--- src/design/assert_macros.svh ---
// ----------------------------------------------------------------------------
// Assertion macros
// Shared concurrent assertion forms, clocked on clk_i, disabled in reset.
// ----------------------------------------------------------------------------
`ifndef ASSERT_MACROS_SVH
`define ASSERT_MACROS_SVH

// Consequent checked in the same cycle as the antecedent.
`define ASSERT_SAME(lbl, ante, cons) \
  lbl: assert property (@(posedge clk_i) disable iff (!rst_ni) (ante) |-> (cons)) \
    else $error("assertion lbl failed");

// Consequent checked in the cycle after the antecedent.
`define ASSERT_NEXT(lbl, ante, cons) \
  lbl: assert property (@(posedge clk_i) disable iff (!rst_ni) (ante) |=> (cons)) \
    else $error("assertion lbl failed");

// Condition that holds at every edge out of reset.
`define ASSERT_ALWAYS(lbl, cond) \
  lbl: assert property (@(posedge clk_i) disable iff (!rst_ni) (cond)) \
    else $error("assertion lbl failed");

`endif

--- src/design/ttpd_pkg.sv ---
// ----------------------------------------------------------------------------
// Tag tracking PD controller package
// Fixed-point constants, register indexes, item types and control structs.
// ----------------------------------------------------------------------------
package ttpd_pkg;

  localparam int POS_FRAC_BITS  = 16;
  localparam int GAIN_FRAC_BITS = 12;

  localparam int GainOne = 1 << GAIN_FRAC_BITS;
  localparam int PosOne  = 1 << POS_FRAC_BITS;

  localparam logic [15:0]        KpXyRst     = 16'((48 * GainOne + 50) / 100);
  localparam logic [15:0]        KdXyRst     = 16'((10 * GainOne + 50) / 100);
  localparam logic [15:0]        KpZRst      = 16'((48 * GainOne + 500) / 1000);
  localparam logic [15:0]        KdZRst      = 16'((GainOne + 50) / 100);
  localparam logic signed [31:0] HoverAltRst = -32'sd1 * 32'(PosOne / 2);
  localparam logic [15:0]        TagTolRst   = 16'((PosOne + 5000) / 10000);
  localparam logic [9:0]         LoopRateRst = 10'd20;

  localparam int CfgIdxW  = 3;
  localparam int CfgDataW = 32;

  localparam logic [CfgIdxW-1:0] CfgKpXy     = 3'd0;
  localparam logic [CfgIdxW-1:0] CfgKdXy     = 3'd1;
  localparam logic [CfgIdxW-1:0] CfgKpZ      = 3'd2;
  localparam logic [CfgIdxW-1:0] CfgKdZ      = 3'd3;
  localparam logic [CfgIdxW-1:0] CfgHoverAlt = 3'd4;
  localparam logic [CfgIdxW-1:0] CfgTagTol   = 3'd5;
  localparam logic [CfgIdxW-1:0] CfgLoopRate = 3'd6;

  localparam int          NumAxes = 3;
  localparam int          AxisW   = 2;
  localparam logic [AxisW-1:0] AxisX = 2'd0;
  localparam logic [AxisW-1:0] AxisZ = 2'd2;

  typedef struct packed {
    logic signed [31:0] tag_x;
    logic signed [31:0] tag_y;
    logic signed [31:0] tag_z;
    logic               tag_seen;
    logic signed [31:0] cur_x;
    logic signed [31:0] cur_y;
    logic signed [31:0] cur_z;
  } in_item_t;

  typedef struct packed {
    logic signed [31:0] vel_x;
    logic signed [31:0] vel_y;
    logic signed [31:0] vel_z;
    logic signed [31:0] acc_x;
    logic signed [31:0] acc_y;
    logic signed [31:0] acc_z;
    logic signed [31:0] set_x;
    logic signed [31:0] set_y;
    logic signed [31:0] set_z;
  } out_item_t;

  typedef enum logic [1:0] {
    MulKdRate,
    MulKpErr,
    MulDerr,
    MulVelRate
  } mul_sel_e;

  typedef struct packed {
    logic             capture_in;
    logic             capture_tag;
    logic             track_tag;
    logic             load_err;
    logic             mul_en;
    mul_sel_e         mul_sel;
    logic             wr_kr;
    logic             wr_vel;
    logic             wr_acc;
    logic             wr_set;
    logic             save_prev;
    logic             load_out;
    logic [AxisW-1:0] axis;
  } cmd_t;

  typedef struct packed {
    logic tag_seen;
  } status_t;

endpackage

--- src/design/ttpd_ctrl.sv ---
// ----------------------------------------------------------------------------
// Tag tracking PD controller sequencer
// Mode tracking, per-axis multiply schedule and output handshake.
// ----------------------------------------------------------------------------
module ttpd_ctrl (
  input  logic             clk_i,
  input  logic             rst_ni,
  input  logic             in_valid_i,
  output logic             in_ready_o,
  output logic             out_valid_o,
  input  logic             out_ready_i,
  input  ttpd_pkg::status_t status_i,
  output ttpd_pkg::cmd_t    cmd_o
);

  typedef enum logic [3:0] {
    S_IDLE,
    S_EVAL,
    S_ERR,
    S_KR,
    S_KP,
    S_DRV,
    S_RAT,
    S_SET,
    S_DONE
  } state_e;

  state_e                     state_q;
  logic [ttpd_pkg::AxisW-1:0] axis_q;
  logic                       landing_q;
  logic                       out_valid_q;
  logic                       out_free;

  assign in_ready_o  = (state_q == S_IDLE);
  assign out_valid_o = out_valid_q;
  assign out_free    = !out_valid_q || out_ready_i;

  always_comb begin
    cmd_o            = '0;
    cmd_o.mul_sel    = ttpd_pkg::MulKdRate;
    cmd_o.axis       = axis_q;
    cmd_o.capture_in = in_valid_i && in_ready_o;
    case (state_q)
      S_EVAL: begin
        cmd_o.capture_tag = !landing_q && status_i.tag_seen;
        cmd_o.track_tag   = landing_q;
      end
      S_ERR: cmd_o.load_err = 1'b1;
      S_KR: begin
        cmd_o.mul_en  = 1'b1;
        cmd_o.mul_sel = ttpd_pkg::MulKdRate;
      end
      S_KP: begin
        cmd_o.wr_kr   = 1'b1;
        cmd_o.mul_en  = 1'b1;
        cmd_o.mul_sel = ttpd_pkg::MulKpErr;
      end
      S_DRV: begin
        cmd_o.wr_vel  = 1'b1;
        cmd_o.mul_en  = 1'b1;
        cmd_o.mul_sel = ttpd_pkg::MulDerr;
      end
      S_RAT: begin
        cmd_o.wr_acc  = 1'b1;
        cmd_o.mul_en  = 1'b1;
        cmd_o.mul_sel = ttpd_pkg::MulVelRate;
      end
      S_SET: cmd_o.wr_set = 1'b1;
      S_DONE: begin
        cmd_o.load_out  = out_free;
        cmd_o.save_prev = out_free;
      end
      default: ;
    endcase
  end

  always_ff @(posedge clk_i or negedge rst_ni) begin
    if (!rst_ni) begin
      state_q     <= S_IDLE;
      axis_q      <= ttpd_pkg::AxisX;
      landing_q   <= 1'b0;
      out_valid_q <= 1'b0;
    end else begin
      if (cmd_o.load_out) begin
        out_valid_q <= 1'b1;
      end else if (out_ready_i) begin
        out_valid_q <= 1'b0;
      end
      case (state_q)
        S_IDLE: begin
          if (in_valid_i) state_q <= S_EVAL;
        end
        S_EVAL: begin
          if (landing_q) begin
            state_q <= S_ERR;
          end else begin
            if (status_i.tag_seen) landing_q <= 1'b1;
            state_q <= S_IDLE;
          end
        end
        S_ERR: begin
          axis_q  <= ttpd_pkg::AxisX;
          state_q <= S_KR;
        end
        S_KR:  state_q <= S_KP;
        S_KP:  state_q <= S_DRV;
        S_DRV: state_q <= S_RAT;
        S_RAT: state_q <= S_SET;
        S_SET: begin
          if (axis_q == ttpd_pkg::AxisZ) begin
            state_q <= S_DONE;
          end else begin
            axis_q  <= axis_q + 2'd1;
            state_q <= S_KR;
          end
        end
        S_DONE: begin
          if (out_free) state_q <= S_IDLE;
        end
        default: state_q <= S_IDLE;
      endcase
    end
  end

endmodule

--- config.mk ---
export PLATFORM = sky130hd
export DESIGN_NAME = ttpd_ctrl
export DESIGN_NICKNAME = d
export VERILOG_FILES = /design/src/design/assert_macros.svh /design/src/design/ttpd_pkg.sv /design/src/design/ttpd_ctrl.sv
export SDC_FILE = /design/constraint.sdc
export NUM_CORES = 1
export LEC_CHECK = 0
export ABC_CLOCK_PERIOD_IN_PS = 1400
export BUFFER_PORTS_ARGS = -buffer_cell sky130_fd_sc_hd__buf_2
export CAP_MARGIN = 20
export CORE_AREA = 2 2 39 41
export DETAILED_ROUTE_END_ITERATION = 6
export DIE_AREA = 0 0 41 43
export GPL_ROUTABILITY_DRIVEN = 0
export PLACE_DENSITY = 0.71
export SETUP_SLACK_MARGIN = 0.15
export SLEW_MARGIN = 20
export SYNTH_ARGS = -nofsm -noshare
export SYNTH_HDL_FRONTEND = slang
export SYNTH_SLANG_ARGS = --single-unit
export TNS_END_PERCENT = 1
--- constraint.sdc ---
create_clock -name clk_i -period 1.4 [get_ports clk_i]
set_input_delay 0.07 -clock clk_i [delete_from_list [all_inputs] [get_ports clk_i]]
set_output_delay 0.07 -clock clk_i [all_outputs]
set_load 0.01 [all_outputs]
==> metrics.md, run 1 <==
| Metric | Value |
|---|---|
| DP HPWL | `810 um` |
| Routed via count | `512` |
| Synthesis Warnings | `0` |
| Yosys cell types | `27` |
| Latest clock arrival within the worst-skew pair | `0.25 ns` |
| Area grow syn2layout | `49.5%` |
| Slew @ Worst Pin | `0.226 ns` |
| Initial antenna violation count | `0` |
| # rows | `14` |
| Diode count | `0` |
| Crit path cell chain | `buf_6 > buf_4 > or3b_1 > o22ai_2 > o2bb2ai_1` |
| H-tree level count | `1` |
| Vias per inst | `4.92` |
| Pwr/cell area | `2270 mW/mm2` |
| Endpoints failing hold | `0` |
| Peak supply drop | `0.00126 V` |
| Routed length per instance | `12.2 um` |
| Critical Path Fanout Max | `7` |
| Post-synthesis sequential area ratio | `0.383` |
| Total grt overflow | `0` |
| Final Skew | `0.00121 ns` |
| Final nets | `96` |
| Syn_nets | `63` |
| Cells after Synth | `57` |
| DIE HEIGHT | `43 um` |
| Hold Path Depth | `3` |
| Flop-to-flop setup slack | `0.02 ns` |
| Setup WS pre-CTS | `0.0980 ns` |
| Clk slew on worst S/H paths | `0.05 ns` |
| Status | `complete, no violations` |
| Post-route ant nets | `0` |
| CP startpoint kind | `flip-flop` |
| Num ports | `22` |
| RSZ-0062 raised after global routing | `true` |
| Longest Clk Path Bufs | `2` |
| Initial DRC count | `10` |
| Register-to-Register Path Depth | `5` |
| Clock buffer count from CTS | `3` |
| Critical path class | `flip-flop to flip-flop` |
| CTS tree | `done` |
| Port Buf Inserts | `21` |
| Sink Count | `8` |
| Starting Density | `0.378` |
| First-pass GRT wire length | `1970 um` |
| Hold Path End | `landing_q` |
| Mean area per synthesized cell | `9.18 um2` |
| CP Capture Type | `flip-flop` |
| Met1 WL | `586 um` |
| P_leak | `0.000385 uW` |
| First-pass detailed-route iteration total | `4` |
| Final Slew Violations | `0` |
| Final WS setup | `0.0173 ns` |
| Share of cells above drive strength 1 | `0.580` |
| Largest net degree at the start of global routing | `12` |
| Core Region | `0.00138 mm2` |
| Worst EP required | `1.57 ns` |
| GRT Util Overall | `0.164` |
| Worst Hold Launch | `status_i` |
| R2r startpoint | `state_q[0]` |
| Total Routed Length | `1270 um` |
| Fill cell count | `128` |
| # DRC | `0` |
| Crit share post-route | `0.988` |
| Synthesized area | `523 um2` |
| Slew headroom | `0.848` |
| Final core utilization | `0.565` |
| Root Buffer Master | `clkbuf_4` |
| Maximum clock frequency | `723 MHz` |
| Die X | `41 um` |
| Met3 WL | `85 um` |
| Max-cap violations | `0` |
| Top Metal Used | `met4` |
| CP Data Arrival Time | `1.55 ns` |
| Crit path largest cell delay | `0.48 ns` |
| Die Area | `0.00176 mm2` |
| Vias in the first global route | `456` |
| Yosys reg bits | `8` |
| Worst path slowest cell | `dfrtp_2` |
| Met2 WL | `579 um` |
| Reg2reg end | `axis_q[0]` |
| Final setup vio count | `0` |
| Hold crit path type | `primary input to flip-flop` |
| Crit path time final | `1.38 ns` |
## cell families after synthesis
kind of cell / share of synthesized area
compound gates: 0.153
xor+xnor: 0.0167
fa+ha+maj: 0.0239
buf+inv: 0.0694
flops: 0.383
mux: 0.0191
simple gates: 0.335
## cell usage in the layout, fill, tap and decap left out, drive strengths merged, types with 2 or more instances in the layout
cell	instances
buf	32
nor2	9
dfrtp	8
nand2b	7
a21oi	3
clkbuf	3
nor3	3
o2bb2ai	2
o21bai	2
nand2	2
nor2b	2
## Yosys cell counts
| master | count | area, um2 |
|---|---|---|
| nor2_1 | 9 | 33.8 |
| dfrtp_1 | 8 | 200 |
| nand2b_1 | 7 | 43.8 |
| a21oi_1 | 3 | 15.0 |
| buf_4 | 3 | 22.5 |
| buf_2 | 2 | 10.0 |
| nor2b_1 | 2 | 12.5 |
| nor3_1 | 2 | 10.0 |
| o21bai_1 | 2 | 15.0 |
| o2bb2ai_1 | 2 | 17.5 |
| a21bo_2 | 1 | 10.0 |
| a311oi_1 | 1 | 8.76 |
| and2_1 | 1 | 6.26 |
| and3_1 | 1 | 6.26 |
| ha_1 | 1 | 12.5 |
| inv_1 | 1 | 3.75 |
| mux2i_1 | 1 | 10.0 |
| nand2_1 | 1 | 3.75 |
| nand2_2 | 1 | 6.26 |
| nand3_1 | 1 | 5.00 |
| nand3b_1 | 1 | 7.51 |
| nor3_2 | 1 | 10.0 |
| nor4_4 | 1 | 21.3 |
| o22ai_1 | 1 | 6.26 |
| o31ai_1 | 1 | 7.51 |
| or3b_1 | 1 | 8.76 |
| xor2_1 | 1 | 8.76 |
## layout make-up
class,instances,area (um2),share of cell area
inverter,1,3.75,0.00480
tap,16,20.0,0.0256
timing repair buffer,33,203,0.259
sequential,8,205,0.262
clock buffer,3,22.5,0.0288
multi-input combinational,43,328,0.419
## report_power, final
| group | leakage [uW] | switching [uW] | total, uW | internal [uW] |
|---|---|---|---|---|
| Combinational | 0.000278 | 526 | 1080 | 556 |
| Sequential | 0.0000924 | 188 | 517 | 330 |
| Clock | 0.0000138 | 75.7 | 174 | 97.9 |
| Total | 0.000385 | 790 | 1770 | 983 |
## worst max path at each step
stage | from | to | slack [ns] | depth (start not counted)
2_1_floorplan | axis_q[0] | axis_q[0] | 0.16 | 5
3_3_place_gp | state_q[0] | axis_q[0] | 0.14 | 3
3_5_place_dp | state_q[0] | axis_q[0] | 0.1 | 3
4_1_cts | state_q[0] | cmd_o[14] | 0.03 | 3
5_1_grt | state_q[0] | axis_q[0] | -0.03 | 5
6_report | state_q[0] | axis_q[0] | 0.02 | 5
## critical path: cells and delay by family (launching register included)
| kind | cells | cell delay [ns] |
|---|---|---|
| and+or+nand+nor | 1 | 0.35 |
| DFF | 1 | 0.48 |
| buffers and inverters | 2 | 0.26 |
| AOI/OAI and AO/OA | 2 | 0.22 |
## per-layer routing
layer	vias to the layer above	global-route usage
met5	-	0
met4	0	0.100
met3	2	0.0314
met2	21	0.225
met1	228	0.229
li1	261	-
## registers in the layout (all words and copies together), names as in the netlist
register and cells:
state_q 4, axis_q 2, out_valid_o 1, landing_q 1
## through the flow
| stage | instance area [um2] | hold slack [ns] | TNS [ns] | power, uW | std cells |
|---|---|---|---|---|---|
| 2_1_floorplan | 536 | -0.226 | 0 | 1110 | 57 |
| 5_1_grt | 782 | 0.114 | -0.189 | 1920 | 104 |
| 3_5_place_dp | 636 | -0.0693 | 0 | 1330 | 90 |
| 3_3_place_gp | 636 | -0.0768 | 0 | 1310 | 90 |
| 4_1_cts | 747 | 0.0804 | 0 | 1680 | 103 |
| 6_report | 782 | 0.0854 | 0 | 1770 | 104 |
## repair_timing
action                     in CTS  in global routing
pin swaps                       2                  0
cloned                          0                  0
hold endpoints to repair        8                  0
setup endpoints to repair      17                 18
setup buffers                   9                  1
resized for setup               8                  7
hold buffers                    1                  0
No activity file was read; power rests on OpenSTA's default activity.
==> inputs of run 2 (changes only) <==
Settings changed: BUFFER_PORTS_ARGS -buffer_cell sky130_fd_sc_hd__buf_2 to -buffer_cell sky130_fd_sc_hd__buf_4.
==> run 2 against run 1 <==
- count of clock-buffer cells in the layout did not move
- combinational power barely moved
- setup slack better by 0.0078 ns
- largest power group unchanged
==> metrics.md, run 2 (synthesized netlist as in run 1, its figures left out) <==
| Metric | Value |
|---|---|
| Status | `complete, no violations` |
| Total grt overflow | `0 (unchanged)` |
| Latest clock arrival within the worst-skew pair | `0.26 ns (about the same)` |
| Final WS setup | `0.0251 ns (+0.00779 ns)` |
| Starting Density | `0.378 (unchanged)` |
| Fill cell count | `142 (+11%)` |
| Storage element area | `205 um2 (unchanged)` |
| Regs by FF count | `state_q x4, axis_q x2` |
| CP Capture Type | `output port` |
| Slew headroom | `0.826 (-0.0224)` |
| Final setup vio count | `0 (unchanged)` |
| Most frequent cells in the layout | `buf_4, nor2_1, nand2b_1, dfrtp_1, dfrtp_2` |
| Sw Share | `0.432 (-0.0133)` |
| Die Area | `0.00176 mm2 (unchanged)` |
| Root Buffer Master | `clkbuf_4` |
| Crit share post-route | `0.982 (-0.00556)` |
| Critical Path Fanout Max | `8 (+1)` |
| Crit path time final | `1.37 ns (-0.00779 ns)` |
| Multi-input gate area | `322 um2 (-1.9%)` |
| Int Pwr | `1020 uW (+3.7%)` |
| Slew @ Worst Pin | `0.261 ns (+0.0351 ns)` |
| CP startpoint kind | `flip-flop` |
| Max-cap violations | `0 (unchanged)` |
| Final Slew Violations | `0 (unchanged)` |
| H-tree level count | `1 (unchanged)` |
| Area grow syn2layout | `51.7%` |
| Final core utilization | `0.573 (+0.00814)` |
| DP HPWL | `833 um (+2.8%)` |
| Crit path cell chain | `nor4_4 > and2_1 > buf_4` |
| Total Routed Length | `1230 um (-2.6%)` |
| Net Sw Power | `776 uW (-1.8%)` |
| Pwr/cell area | `2260 mW/mm2 (-0.17%)` |
| P_leak | `0.000364 uW (-5.4%)` |
| Clock buffer count from CTS | `3 (unchanged)` |
| Worst EP required | `1.33 ns (-0.24 ns)` |
| # rows | `14 (unchanged)` |
| Top reg by flops | `state_q` |
| Hold crit path type | `primary input to flip-flop` |
| Routed via count | `515 (+0.59%)` |
| Vias in the first global route | `479 (+5.0%)` |
| # DRC | `0 (unchanged)` |
| Worst path slowest cell | `dfrtp_2` |
| Sequential share of power | `0.294 (+0.002)` |
| Initial antenna violation count | `0 (unchanged)` |
| Setup WS pre-CTS | `0.108 ns (+0.0104 ns)` |
| Placed Cells | `90 (unchanged)` |
| Final Skew | `0.00159 ns (+0.000381 ns)` |
| First-pass detailed-route iteration total | `3 (-1)` |
| RSZ-0062 raised after global routing | `true` |
| Total power | `1800 uW (+1.3%)` |
| Hold Path Depth | `3 (unchanged)` |
| Share of cells above drive strength 1 | `0.530 (-0.0494)` |
| First-pass GRT wire length | `2060 um (+4.6%)` |
| Critical path class | `flip-flop to output port` |
| GRT Util Overall | `0.182 (+0.0181)` |
| Register-to-Register Path Depth | `5 (unchanged)` |
| Longest Clk Path Bufs | `2 (unchanged)` |
| Max reg flops | `4 (unchanged)` |
| Post-route ant nets | `0 (unchanged)` |
| Die X | `41 um (unchanged)` |
| Non-Filler Instances | `99 (-4.8%)` |
| Endpoints failing hold | `0 (unchanged)` |
| Clock Power Share | `0.102 (+0.004)` |
| Initial DRC count | `3 (-7)` |
| Vias per inst | `5.20 (+5.7%)` |
| Final nets | `91 (-5.2%)` |
| Routed length per instance | `12.5 um (+2.3%)` |
| Core Region | `0.00138 mm2 (unchanged)` |
| Crit path largest cell delay | `0.47 ns (about the same)` |
| Diode count | `0 (unchanged)` |
| DIE HEIGHT | `43 um (unchanged)` |
| Combinational Power Share | `0.604 (-0.006)` |
| Peak supply drop | `0.00128 V (+1.7%)` |
| Clk slew on worst S/H paths | `0.06 ns (about the same)` |
| Maximum clock frequency | `727 MHz (+0.57%)` |
| Largest net degree at the start of global routing | `12 (unchanged)` |
| Commonest non-fill, non-tap cell in the layout | `buf_4` |
| Port Buf Inserts | `21 (unchanged)` |
| WHS | `0.0832 ns (-0.00222 ns)` |
| CP Data Arrival Time | `1.30 ns (-0.25 ns)` |
| CTS tree | `done` |
| Sink Count | `8 (unchanged)` |
| Num ports | `22 (unchanged)` |
run 2: changes by cell type in the layout (fill, tap and decap cells not counted), sizes merged:
cell	change
buf	-5
run 2: worst paths after layout:
kind / from / endpoint / slack [ns]
setup / recovery: state_q[3] / cmd_o[14] / 0.03
hold / removal: status_i / landing_q / 0.08
setup reg to reg: state_q[0] / axis_q[0] / 0.04
hold reg to reg: landing_q / landing_q / 0.52
max in group asynchronous: rst_ni / state_q[0] / 1.10
min in group asynchronous: rst_ni / axis_q[0] / 0.16
run 2: layout make-up:
class,count,share of cell area
Clock buffer,3,0.0284
Inverter,1,0.00473
Multi-Input combinational cell,43,0.405
Sequential cell,8,0.259
Tap cell,16,0.0252
Timing Repair Buffer,28,0.278
run 2: repair_timing:
action	CTS	global route
hold buffers	1	0
cloned	0	0
gates resized for setup	12	3
buffers inserted	4	1
endpoints found under the hold margin	8	0
pin swaps	0	4
setup endpoints to repair	17	18
run 2: power by group through the flow:
| stage | Clock (uW) | Combinational, uW | Sequential [uW] |
|---|---|---|---|
| 5_1_grt | 211 | 1210 | 545 |
| 2_1_floorplan | 0 | 728 | 386 |
| 4_1_cts | 195 | 1050 | 511 |
| 6_report | 183 | 1080 | 528 |
| 3_5_place_dp | 0 | 914 | 519 |
| 3_3_place_gp | 0 | 897 | 517 |
run 2: metrics by stage:
step | instance area, um2 | TNS [ns]
final | 793 | 0
after global routing | 793 | -0.229
after CTS | 772 | 0
after detailed placement | 688 | 0
after global placement | 688 | 0
after floorplan | 536 | 0
run 2: critical path: cells and delay by family (launching register included):
kind	cells	cell delay [ns]
DFF	1	0.47
buffers and inverters	1	0.11
and+or+nand+nor	2	0.46
run 2: metal layers:
layer	track usage	vias to the layer above	wire (um)
li1	-	250	-
met1	0.228	240	533
met2	0.244	20	570
met3	0.0471	5	79
met4	0.160	0	51
met5	0	-	0
